==> src/rtl/bsm_pkg.sv <==
// Shared types and constants for the bounding sphere merge block.
// Used by the channel interfaces, the shared units and the top level.
package bsm_pkg;

    localparam int CoordW  = 32;
    localparam int RadW    = 31;
    localparam int OpW     = 34;
    localparam int ProdW   = 2 * OpW;
    localparam int SumW    = 66;
    localparam int IterN   = 34;
    localparam int IterCntW = 6;

    localparam logic [1:0] CASE_IDENT   = 2'd0;
    localparam logic [1:0] CASE_TAKEN   = 2'd1;
    localparam logic [1:0] CASE_KEPT    = 2'd2;
    localparam logic [1:0] CASE_ENLARGE = 2'd3;

    typedef enum logic [3:0] {
        ST_IDLE,
        ST_CHECK,
        ST_SQ_MUL,
        ST_SQ_ACC,
        ST_CMP,
        ST_SQRT,
        ST_SQRT_WAIT,
        ST_KCALC,
        ST_MV_MUL,
        ST_MV_DIV,
        ST_MV_WAIT,
        ST_FIN,
        ST_OUT
    } bsm_state_t;

    typedef enum logic {
        ITER_SQRT,
        ITER_DIV
    } bsm_iter_mode_t;

    typedef struct packed {
        logic           start;
        bsm_iter_mode_t mode;
    } bsm_iter_ctl_t;

endpackage

==> src/rtl/bsm_sphere_if.sv <==
// Valid/ready channel interfaces for incoming spheres and merged results.
// Depends on bsm_pkg for field widths.
interface bsm_sphere_if;
    import bsm_pkg::*;
    logic                     valid;
    logic                     ready;
    logic signed [CoordW-1:0] in_center_x;
    logic signed [CoordW-1:0] in_center_y;
    logic signed [CoordW-1:0] in_center_z;
    logic        [RadW-1:0]   in_radius;
    modport source (output valid, in_center_x, in_center_y, in_center_z, in_radius,
                    input ready);
    modport sink   (input valid, in_center_x, in_center_y, in_center_z, in_radius,
                    output ready);
endinterface

interface bsm_merged_if;
    import bsm_pkg::*;
    logic                     valid;
    logic                     ready;
    logic signed [CoordW-1:0] out_center_x;
    logic signed [CoordW-1:0] out_center_y;
    logic signed [CoordW-1:0] out_center_z;
    logic        [RadW-1:0]   out_radius;
    logic        [1:0]        merge_case;
    logic                     saturated;
    modport source (output valid, out_center_x, out_center_y, out_center_z, out_radius,
                    merge_case, saturated, input ready);
    modport sink   (input valid, out_center_x, out_center_y, out_center_z, out_radius,
                    merge_case, saturated, output ready);
endinterface

==> src/rtl/bounding_sphere_merge_core.sv <==
// Top level of the running bounding sphere merge block.
// Depends on bsm_pkg, the channel interfaces, bsm_mul and bsm_iter.
//
// Usage: the block keeps one stored sphere (center and radius, Q16.16) that
// reset clears to the empty sphere at the origin. Each transfer on the sphere
// channel offers one sphere; the block answers with exactly one transfer on
// the merged channel carrying the stored sphere after that item, how the item
// was handled (ignored, taken, kept, enlarged) and a saturation flag.
//
// An identical sphere, or one taken into the empty stored sphere, goes
// from the check state straight to the output state. A contained sphere
// is settled after forming the squared distance through the shared
// multiplier. An enlarging merge runs one 34-step square root and three
// 34-step divisions, all sharing one subtract-and-compare unit, plus
// passes through the one shared multiplier.
// The block takes one item at a time; ready is low while an item is in work.
//
// The result sits in an output register. A stalled receiver does not stop
// the block from accepting the next sphere; the block only waits at the end
// of that next item until the previous result has been taken.
// Reset (rst_n, asynchronous, active low) drops valid, returns the sequencer
// to idle with ready high and returns the stored sphere to the empty sentinel.
module bounding_sphere_merge_core (
    input  logic          clk,
    input  logic          rst_n,
    bsm_sphere_if.sink    sphere,
    bsm_merged_if.source  merged
);
    import bsm_pkg::*;

    bsm_state_t state_reg, state_next;

    // Stored sphere and latched incoming sphere, indexed by axis.
    logic signed [CoordW-1:0] acc_c_reg [3];
    logic        [RadW-1:0]   acc_r_reg;
    logic signed [CoordW-1:0] in_c_reg [3];
    logic        [RadW-1:0]   in_r_reg;

    logic [1:0]       axis_reg;
    logic [SumW-1:0]  sum_reg;
    logic [61:0]      diffsq_reg;
    logic [OpW-1:0]   d_reg;
    logic [OpW-1:0]   rtrue_reg;
    logic [OpW-1:0]   k_reg;
    logic [1:0]       case_reg;
    logic             sat_reg;
    logic             neg_reg;

    // Output register.
    logic                     out_valid_reg;
    logic signed [CoordW-1:0] out_cx_reg;
    logic signed [CoordW-1:0] out_cy_reg;
    logic signed [CoordW-1:0] out_cz_reg;
    logic        [RadW-1:0]   out_r_reg;
    logic        [1:0]        out_case_reg;
    logic                     out_sat_reg;

    // Shared unit hookups.
    logic [OpW-1:0]   mul_a;
    logic [OpW-1:0]   mul_b;
    logic [ProdW-1:0] prod;
    bsm_iter_ctl_t    iter_ctl;
    logic             iter_done;
    logic [OpW-1:0]   iter_res;

    logic             accept;
    logic             out_free;
    logic             identical;
    logic             empty_acc;
    logic             contained;
    logic [32:0]      delta;
    logic [32:0]      delta_mag;
    logic [RadW-1:0]  rdiff;
    logic [OpW-1:0]   d_fix;
    logic [34:0]      rsum;
    logic [OpW-1:0]   rtrue;
    logic signed [35:0] moved;
    logic signed [CoordW-1:0] moved_clamped;
    logic             moved_sat;

    bsm_mul u_mul (
        .clk (clk),
        .a   (mul_a),
        .b   (mul_b),
        .p   (prod)
    );

    bsm_iter u_iter (
        .clk      (clk),
        .rst_n    (rst_n),
        .ctl      (iter_ctl),
        .radicand (sum_reg),
        .dividend (prod[66:0]),
        .divisor  (d_reg),
        .done     (iter_done),
        .result   (iter_res)
    );

    assign accept   = sphere.valid && sphere.ready;
    assign out_free = !out_valid_reg || merged.ready;

    // Whole-sphere checks and per-axis arithmetic on the axis the sequencer points at.
    always_comb
    begin
        identical = (in_c_reg[0] == acc_c_reg[0]) && (in_c_reg[1] == acc_c_reg[1]) &&
                    (in_c_reg[2] == acc_c_reg[2]) && (in_r_reg == acc_r_reg);
        empty_acc = (acc_c_reg[0] == '0) && (acc_c_reg[1] == '0) &&
                    (acc_c_reg[2] == '0) && (acc_r_reg == '0);
        contained = (sum_reg <= {4'b0000, diffsq_reg});
        rdiff     = (acc_r_reg > in_r_reg) ? (acc_r_reg - in_r_reg) : (in_r_reg - acc_r_reg);
        delta     = {in_c_reg[axis_reg][31], in_c_reg[axis_reg]}
                  - {acc_c_reg[axis_reg][31], acc_c_reg[axis_reg]};
        delta_mag = delta[32] ? (33'd0 - delta) : delta;
        d_fix     = (iter_res == '0) ? OpW'(1) : iter_res;
        rsum      = {1'b0, d_fix} + 35'(acc_r_reg) + 35'(in_r_reg);
        rtrue     = rsum[34:1];
        // The center moves by the quotient toward the incoming center.
        if (neg_reg)
        begin
            moved = 36'(acc_c_reg[axis_reg]) - $signed({2'b00, iter_res});
        end
        else
        begin
            moved = 36'(acc_c_reg[axis_reg]) + $signed({2'b00, iter_res});
        end
        moved_sat = 1'b0;
        if (moved > 36'sd2147483647)
        begin
            moved_clamped = 32'sh7FFFFFFF;
            moved_sat     = 1'b1;
        end
        else if (moved < -36'sd2147483648)
        begin
            moved_clamped = 32'sh80000000;
            moved_sat     = 1'b1;
        end
        else
        begin
            moved_clamped = moved[31:0];
        end
    end

    // Next state.
    always_comb
    begin
        state_next = state_reg;
        unique case (state_reg)
            ST_IDLE:
            begin
                if (accept)
                begin
                    state_next = ST_CHECK;
                end
            end
            ST_CHECK:
            begin
                if (identical || empty_acc)
                begin
                    state_next = ST_OUT;
                end
                else
                begin
                    state_next = ST_SQ_MUL;
                end
            end
            ST_SQ_MUL:    state_next = ST_SQ_ACC;
            ST_SQ_ACC:
            begin
                state_next = (axis_reg == 2'd3) ? ST_CMP : ST_SQ_MUL;
            end
            ST_CMP:
            begin
                state_next = contained ? ST_OUT : ST_SQRT;
            end
            ST_SQRT:      state_next = ST_SQRT_WAIT;
            ST_SQRT_WAIT:
            begin
                if (iter_done)
                begin
                    state_next = ST_KCALC;
                end
            end
            ST_KCALC:     state_next = ST_MV_MUL;
            ST_MV_MUL:    state_next = ST_MV_DIV;
            ST_MV_DIV:    state_next = ST_MV_WAIT;
            ST_MV_WAIT:
            begin
                if (iter_done)
                begin
                    state_next = (axis_reg == 2'd2) ? ST_FIN : ST_MV_MUL;
                end
            end
            ST_FIN:       state_next = ST_OUT;
            ST_OUT:
            begin
                if (out_free)
                begin
                    state_next = ST_IDLE;
                end
            end
            default:      state_next = ST_IDLE;
        endcase
    end

    // Control outputs of the sequencer.
    always_comb
    begin
        sphere.ready   = 1'b0;
        mul_a          = {1'b0, delta_mag};
        mul_b          = {1'b0, delta_mag};
        iter_ctl.start = 1'b0;
        iter_ctl.mode  = ITER_SQRT;
        unique case (state_reg)
            ST_IDLE:
            begin
                sphere.ready = 1'b1;
            end
            ST_SQ_MUL:
            begin
                if (axis_reg == 2'd3)
                begin
                    mul_a = OpW'(rdiff);
                    mul_b = OpW'(rdiff);
                end
            end
            ST_SQRT:
            begin
                iter_ctl.start = 1'b1;
            end
            ST_MV_MUL:
            begin
                mul_b = k_reg;
            end
            ST_MV_DIV:
            begin
                iter_ctl.start = 1'b1;
                iter_ctl.mode  = ITER_DIV;
            end
            default:
            begin
                sphere.ready = 1'b0;
            end
        endcase
    end

    always_ff @(posedge clk or negedge rst_n)
    begin
        if (!rst_n)
        begin
            state_reg     <= ST_IDLE;
            out_valid_reg <= 1'b0;
            acc_c_reg[0]  <= '0;
            acc_c_reg[1]  <= '0;
            acc_c_reg[2]  <= '0;
            acc_r_reg     <= '0;
            axis_reg      <= '0;
        end
        else
        begin
            state_reg <= state_next;
            // A new result replaces the one being taken in the same cycle.
            if ((state_reg == ST_OUT) && out_free)
            begin
                out_valid_reg <= 1'b1;
            end
            else if (merged.ready && out_valid_reg)
            begin
                out_valid_reg <= 1'b0;
            end
            unique case (state_reg)
                ST_CHECK:
                begin
                    axis_reg <= '0;
                    if (!identical && empty_acc)
                    begin
                        acc_c_reg[0] <= in_c_reg[0];
                        acc_c_reg[1] <= in_c_reg[1];
                        acc_c_reg[2] <= in_c_reg[2];
                        acc_r_reg    <= in_r_reg;
                    end
                end
                ST_SQ_ACC:
                begin
                    axis_reg <= axis_reg + 2'd1;
                end
                ST_CMP:
                begin
                    if (contained && (acc_r_reg <= in_r_reg))
                    begin
                        acc_c_reg[0] <= in_c_reg[0];
                        acc_c_reg[1] <= in_c_reg[1];
                        acc_c_reg[2] <= in_c_reg[2];
                        acc_r_reg    <= in_r_reg;
                    end
                end
                ST_KCALC:
                begin
                    axis_reg <= '0;
                end
                ST_MV_WAIT:
                begin
                    if (iter_done)
                    begin
                        acc_c_reg[axis_reg] <= moved_clamped;
                        axis_reg            <= axis_reg + 2'd1;
                    end
                end
                ST_FIN:
                begin
                    if (rtrue_reg > OpW'({RadW{1'b1}}))
                    begin
                        acc_r_reg <= {RadW{1'b1}};
                    end
                    else
                    begin
                        acc_r_reg <= rtrue_reg[RadW-1:0];
                    end
                end
                default:
                begin
                    axis_reg <= axis_reg;
                end
            endcase
        end
    end

    // Payload and working registers.
    always_ff @(posedge clk)
    begin
        if (accept)
        begin
            in_c_reg[0] <= sphere.in_center_x;
            in_c_reg[1] <= sphere.in_center_y;
            in_c_reg[2] <= sphere.in_center_z;
            in_r_reg    <= sphere.in_radius;
        end
        case (state_reg)
            ST_CHECK:
            begin
                sum_reg <= '0;
                sat_reg <= 1'b0;
                if (identical)
                begin
                    case_reg <= CASE_IDENT;
                end
                else
                begin
                    case_reg <= CASE_TAKEN;
                end
            end
            ST_SQ_ACC:
            begin
                if (axis_reg == 2'd3)
                begin
                    diffsq_reg <= prod[61:0];
                end
                else
                begin
                    sum_reg <= sum_reg + {1'b0, prod[64:0]};
                end
            end
            ST_CMP:
            begin
                if (acc_r_reg <= in_r_reg)
                begin
                    case_reg <= CASE_TAKEN;
                end
                else
                begin
                    case_reg <= CASE_KEPT;
                end
            end
            ST_KCALC:
            begin
                d_reg     <= d_fix;
                rtrue_reg <= rtrue;
                k_reg     <= (rtrue >= OpW'(acc_r_reg)) ? (rtrue - OpW'(acc_r_reg)) : '0;
                case_reg  <= CASE_ENLARGE;
            end
            ST_MV_MUL:
            begin
                neg_reg <= delta[32];
            end
            ST_MV_WAIT:
            begin
                if (iter_done && moved_sat)
                begin
                    sat_reg <= 1'b1;
                end
            end
            ST_FIN:
            begin
                if (rtrue_reg > OpW'({RadW{1'b1}}))
                begin
                    sat_reg <= 1'b1;
                end
            end
            ST_OUT:
            begin
                if (out_free)
                begin
                    out_cx_reg   <= acc_c_reg[0];
                    out_cy_reg   <= acc_c_reg[1];
                    out_cz_reg   <= acc_c_reg[2];
                    out_r_reg    <= acc_r_reg;
                    out_case_reg <= case_reg;
                    out_sat_reg  <= sat_reg;
                end
            end
            default:
            begin
                sum_reg <= sum_reg;
            end
        endcase
    end

    assign merged.valid        = out_valid_reg;
    assign merged.out_center_x = out_cx_reg;
    assign merged.out_center_y = out_cy_reg;
    assign merged.out_center_z = out_cz_reg;
    assign merged.out_radius   = out_r_reg;
    assign merged.merge_case   = out_case_reg;
    assign merged.saturated    = out_sat_reg;
endmodule

==> src/rtl/bsm_mul.sv <==
// Shared unsigned multiplier with a registered product.
// Depends on bsm_pkg for operand widths.
module bsm_mul (
    input  logic                      clk,
    input  logic [bsm_pkg::OpW-1:0]   a,
    input  logic [bsm_pkg::OpW-1:0]   b,
    output logic [bsm_pkg::ProdW-1:0] p
);
    import bsm_pkg::*;

    logic [ProdW-1:0] p_reg;

    always_ff @(posedge clk)
    begin
        p_reg <= a * b;
    end

    assign p = p_reg;
endmodule

==> src/rtl/bsm_iter.sv <==
// Shared iterative unit: digit-by-digit square root or restoring division,
// one result bit per cycle through a single subtract-and-compare. Uses bsm_pkg.
module bsm_iter (
    input  logic                      clk,
    input  logic                      rst_n,
    input  bsm_pkg::bsm_iter_ctl_t    ctl,
    input  logic [bsm_pkg::SumW-1:0]  radicand,
    input  logic [66:0]               dividend,
    input  logic [bsm_pkg::OpW-1:0]   divisor,
    output logic                      done,
    output logic [bsm_pkg::OpW-1:0]   result
);
    import bsm_pkg::*;

    logic [36:0]         rem_reg;
    logic [67:0]         src_reg;
    logic [OpW-1:0]      res_reg;
    logic [OpW-1:0]      div_reg;
    logic [IterCntW-1:0] cnt_reg;
    logic                busy_reg;
    logic                done_reg;
    bsm_iter_mode_t      mode_reg;

    logic [36:0] shifted;
    logic [36:0] sub_val;
    logic [36:0] diff_val;
    logic        ge;

    always_comb
    begin
        if (mode_reg == ITER_SQRT)
        begin
            shifted = {rem_reg[34:0], src_reg[67:66]};
            sub_val = {1'b0, res_reg, 2'b01};
        end
        else
        begin
            shifted = {rem_reg[35:0], src_reg[67]};
            sub_val = {3'b000, div_reg};
        end
        ge       = (shifted >= sub_val);
        diff_val = shifted - sub_val;
    end

    always_ff @(posedge clk or negedge rst_n)
    begin
        if (!rst_n)
        begin
            busy_reg <= 1'b0;
            done_reg <= 1'b0;
            cnt_reg  <= '0;
            mode_reg <= ITER_SQRT;
        end
        else
        begin
            done_reg <= busy_reg && (cnt_reg == IterCntW'(1));
            if (ctl.start)
            begin
                busy_reg <= 1'b1;
                cnt_reg  <= IterCntW'(IterN);
                mode_reg <= ctl.mode;
            end
            else if (busy_reg)
            begin
                cnt_reg <= cnt_reg - IterCntW'(1);
                if (cnt_reg == IterCntW'(1))
                begin
                    busy_reg <= 1'b0;
                end
            end
        end
    end

    always_ff @(posedge clk)
    begin
        if (ctl.start)
        begin
            res_reg <= '0;
            div_reg <= divisor;
            if (ctl.mode == ITER_SQRT)
            begin
                rem_reg <= '0;
                src_reg <= {2'b00, radicand};
            end
            else
            begin
                // The quotient fits in 34 bits, so the top part is already below the divisor.
                rem_reg <= {4'b0000, dividend[66:34]};
                src_reg <= {dividend[33:0], 34'd0};
            end
        end
        else if (busy_reg)
        begin
            rem_reg <= ge ? diff_val : shifted;
            src_reg <= (mode_reg == ITER_SQRT) ? {src_reg[65:0], 2'b00}
                                               : {src_reg[66:0], 1'b0};
            res_reg <= {res_reg[OpW-2:0], ge};
        end
    end

    assign done   = done_reg;
    assign result = res_reg;
endmodule

==> src/flat_wrapper.sv <==
// flat-port wrapper written by rule: the top's interface ports become plain ports
module bounding_sphere_merge_core_flat import bsm_pkg::*;
  (clk, rst_n, sphere_valid, sphere_in_center_x, sphere_in_center_y, sphere_in_center_z, sphere_in_radius, sphere_ready, merged_valid, merged_out_center_x, merged_out_center_y, merged_out_center_z, merged_out_radius, merged_merge_case, merged_saturated, merged_ready);
  bsm_sphere_if sphere_i ();
  bsm_merged_if merged_i ();
  input  logic clk;
  input  logic rst_n;
  input wire logic [$bits(sphere_i.valid)-1:0] sphere_valid;
  input wire logic [$bits(sphere_i.in_center_x)-1:0] sphere_in_center_x;
  input wire logic [$bits(sphere_i.in_center_y)-1:0] sphere_in_center_y;
  input wire logic [$bits(sphere_i.in_center_z)-1:0] sphere_in_center_z;
  input wire logic [$bits(sphere_i.in_radius)-1:0] sphere_in_radius;
  output wire logic [$bits(sphere_i.ready)-1:0] sphere_ready;
  output wire logic [$bits(merged_i.valid)-1:0] merged_valid;
  output wire logic [$bits(merged_i.out_center_x)-1:0] merged_out_center_x;
  output wire logic [$bits(merged_i.out_center_y)-1:0] merged_out_center_y;
  output wire logic [$bits(merged_i.out_center_z)-1:0] merged_out_center_z;
  output wire logic [$bits(merged_i.out_radius)-1:0] merged_out_radius;
  output wire logic [$bits(merged_i.merge_case)-1:0] merged_merge_case;
  output wire logic [$bits(merged_i.saturated)-1:0] merged_saturated;
  input wire logic [$bits(merged_i.ready)-1:0] merged_ready;
  assign sphere_i.valid = sphere_valid;
  assign sphere_i.in_center_x = sphere_in_center_x;
  assign sphere_i.in_center_y = sphere_in_center_y;
  assign sphere_i.in_center_z = sphere_in_center_z;
  assign sphere_i.in_radius = sphere_in_radius;
  assign sphere_ready = sphere_i.ready;
  assign merged_valid = merged_i.valid;
  assign merged_out_center_x = merged_i.out_center_x;
  assign merged_out_center_y = merged_i.out_center_y;
  assign merged_out_center_z = merged_i.out_center_z;
  assign merged_out_radius = merged_i.out_radius;
  assign merged_merge_case = merged_i.merge_case;
  assign merged_saturated = merged_i.saturated;
  assign merged_i.ready = merged_ready;
  bounding_sphere_merge_core u_core (.clk(clk), .rst_n(rst_n), .sphere(sphere_i), .merged(merged_i));
endmodule
==> config.mk <==
export PLATFORM = sky130hd
export DESIGN_NAME = bounding_sphere_merge_core_flat
export DESIGN_NICKNAME = d
export VERILOG_FILES = /design/src/rtl/bsm_pkg.sv /design/src/rtl/bsm_sphere_if.sv /design/src/rtl/bounding_sphere_merge_core.sv /design/src/rtl/bsm_mul.sv /design/src/rtl/bsm_iter.sv /design/src/flat_wrapper.sv
export SDC_FILE = /design/constraint.sdc
export NUM_CORES = 2
export LEC_CHECK = 0
export BUFFER_PORTS_ARGS = -buffer_cell sky130_fd_sc_hd__buf_2
export CAP_MARGIN = 5
export CORE_MARGIN = 2
export CORE_UTILIZATION = 40
export CTS_BUF_LIST = sky130_fd_sc_hd__clkbuf_8 sky130_fd_sc_hd__clkbuf_16
export DETAILED_ROUTE_END_ITERATION = 10
export PLACE_DENSITY_LB_ADDON = 0.1
export SLEW_MARGIN = 10
export SYNTH_ARGS = -nofsm -noshare
export SYNTH_HDL_FRONTEND = slang
export SYNTH_HIERARCHICAL = 1
export SYNTH_SLANG_ARGS = --single-unit
==> constraint.sdc <==
create_clock -name clk -period 21.6 [get_ports clk]
set_clock_uncertainty 0.15 [all_clocks]
set_input_delay 2.16 -clock clk [delete_from_list [all_inputs] [get_ports clk]]
set_output_delay 2.16 -clock clk [all_outputs]
set_load 0.01 [all_outputs]
==> summary.txt <==
Result of the run = finished, final reports clean
CTS resizes = 0
Hold path start = u_core/d_reg[26]
TNS Setup = 0 ns
Routed length on met2 = 159000 microns
Remaining Overflow, GRT = 0
Crit Path Max Fanout = 89
Worst path required time = 22.13 ns
CP max stage delay = 0.87 ns
Layout cells sized above 1 = 7.82%
Via count = 72000
Syn Area/Cell = 9.57 sq um
Hold-fix buffers, CTS = 0
Layout area overhead = 9.07%
Beginning of the critical path = u_core/axis_reg[1]
Top delay family on crit path = adder cells
Post-Route WL = 343000 microns
Multi-input gate area = 60900 sq um
Met3 wire length = 20400 microns
H-tree lvl count = 3
RSZ-0062 raised after global routing = no
Setup CP Type = flop to flop
Worst-path clk slew = 0.06 ns
Core area = 228000 sq um
Post-DP Area = 96700 sq um
Fmax = 71.9 MHz
Wl on met1 = 145000 microns
Clock Path Buffers = 3
Initial DRC Count = 6029
Clock sink count = 873
Tightest Pin Transition = 1.25 ns
CP Capture Type = flop
Die W = 483 microns
Placer Congestion = 0.945
Wire length per cell = 26.9 microns
Slowest stage cell, crit path = buf_4
Finish-stage setup viols = 0
Buf+Inv Stages, Crit Path = 7
Post-CTS Setup Bufs = 0
Worst setup SP type = flop
Arrival @ worst endpoint = 14.44 ns
First-pass GRT wire length = 508000 microns
Via/cell ratio = 5.65
Hold Crit Class = flop to flop
Total CTS buffers = 100
Root buffer cell = clkbuf_16
Clk Latency, worst-skew pair = 0.79 ns
Largest net degree at the start of global routing = 133
R2r startpoint = u_core/axis_reg[1]
Port bufs = 262
FILL cells = 22100
Die Y = 483 microns
Max_slew headroom = 16.9%
Die ar. = 234000 sq um
Synth Warn # = 6
Maximum Capacitance Violations = 0
First-pass DRT Iterations = 6
Hold Fails Final Rpt = 0
DRC viols = 0
Period utilization = 64.4%
Fin crit period = 13.91 ns
Worst path most repeated cell = fa_1
Antenna Nets Post-Route = 0
TritonCTS clock tree = yes
Dpl hpwl = 255000 microns
Post-Syn Area = 91900 sq um
Total global-route track usage = 29.2%
Register area = 24500 sq um
Final instance area = 100000 sq um
Antenna violations before repair = 19
Final slew viol count = 0
Mapped Cells = 9611
Row Count = 175
Number of global-route vias before repair = 74800
Initial Util = 40.3%
Highest signal layer in the routed design = met5
Final net count = 11500
I/O Pins = 263
cells in the final DEF (no fill, tap or decap), types with 101 or more instances in the layout:
master / instances
inv_1: 1364
nand2_1: 1075
fa_1: 1058
ha_1: 646
edfxtp_1: 629
and2_1: 554
a21oi_1: 547
nor2_1: 418
o21ai_0: 288
buf_2: 261
xnor2_1: 249
mux2i_1: 232
a21o_1: 223
xor2_1: 192
buf_4: 144
dfrtp_1: 139
nand3_1: 116
clkbuf_16: 101
dfxtp_1: 101
worst paths after layout:
check / slack, ns / depth (start not counted) / endpoint
max reg2reg: 7.69 / 38 / u_core/u_mul/p[59]
max in group asynchronous: 18.03 / 3 / u_core/acc_c_reg[17]
min in group asynchronous: 1.17 / 1 / u_core/acc_r_reg[10]
min reg2reg: 0.27 / 0 / u_core/u_iter/div_reg[26]
min: 0.27 / 0 / u_core/u_iter/div_reg[26]
max: 7.69 / 38 / u_core/u_mul/p[59]
routing by layer:
metal	track usage [%]	vias up
met4	13.9	6
li1	-	32000
met1	38.4	36800
met3	3.77	563
met5	0	-
met2	47.6	2636
layout make-up:
class                   instances  share of cell area [%]
diodes                         15                  0.0374
clock buffers                 110                    2.64
clock inverters                80                   0.860
inverters                    1353                    5.07
multi-input cells            6883                    60.8
flip-flops and latches        873                    24.4
well taps                    3009                    3.75
repair buffers                408                    2.43
through the flow:
stage,std cells,hold slack (ns),util [%],worst slack [ns]
after floorplan,9617,0.250,-,4.90
after global placement,12500,0.251,42.4,7.91
after detailed placement,12500,0.255,42.4,7.88
after CTS,12700,0.265,44.0,7.92
after global routing,12700,0.272,44.0,7.00
final,12700,0.268,44.0,7.69
Power is left out: the tool's default activity adds up to more than one toggle a clock period on the data nets, which glitch-free logic cannot reach.
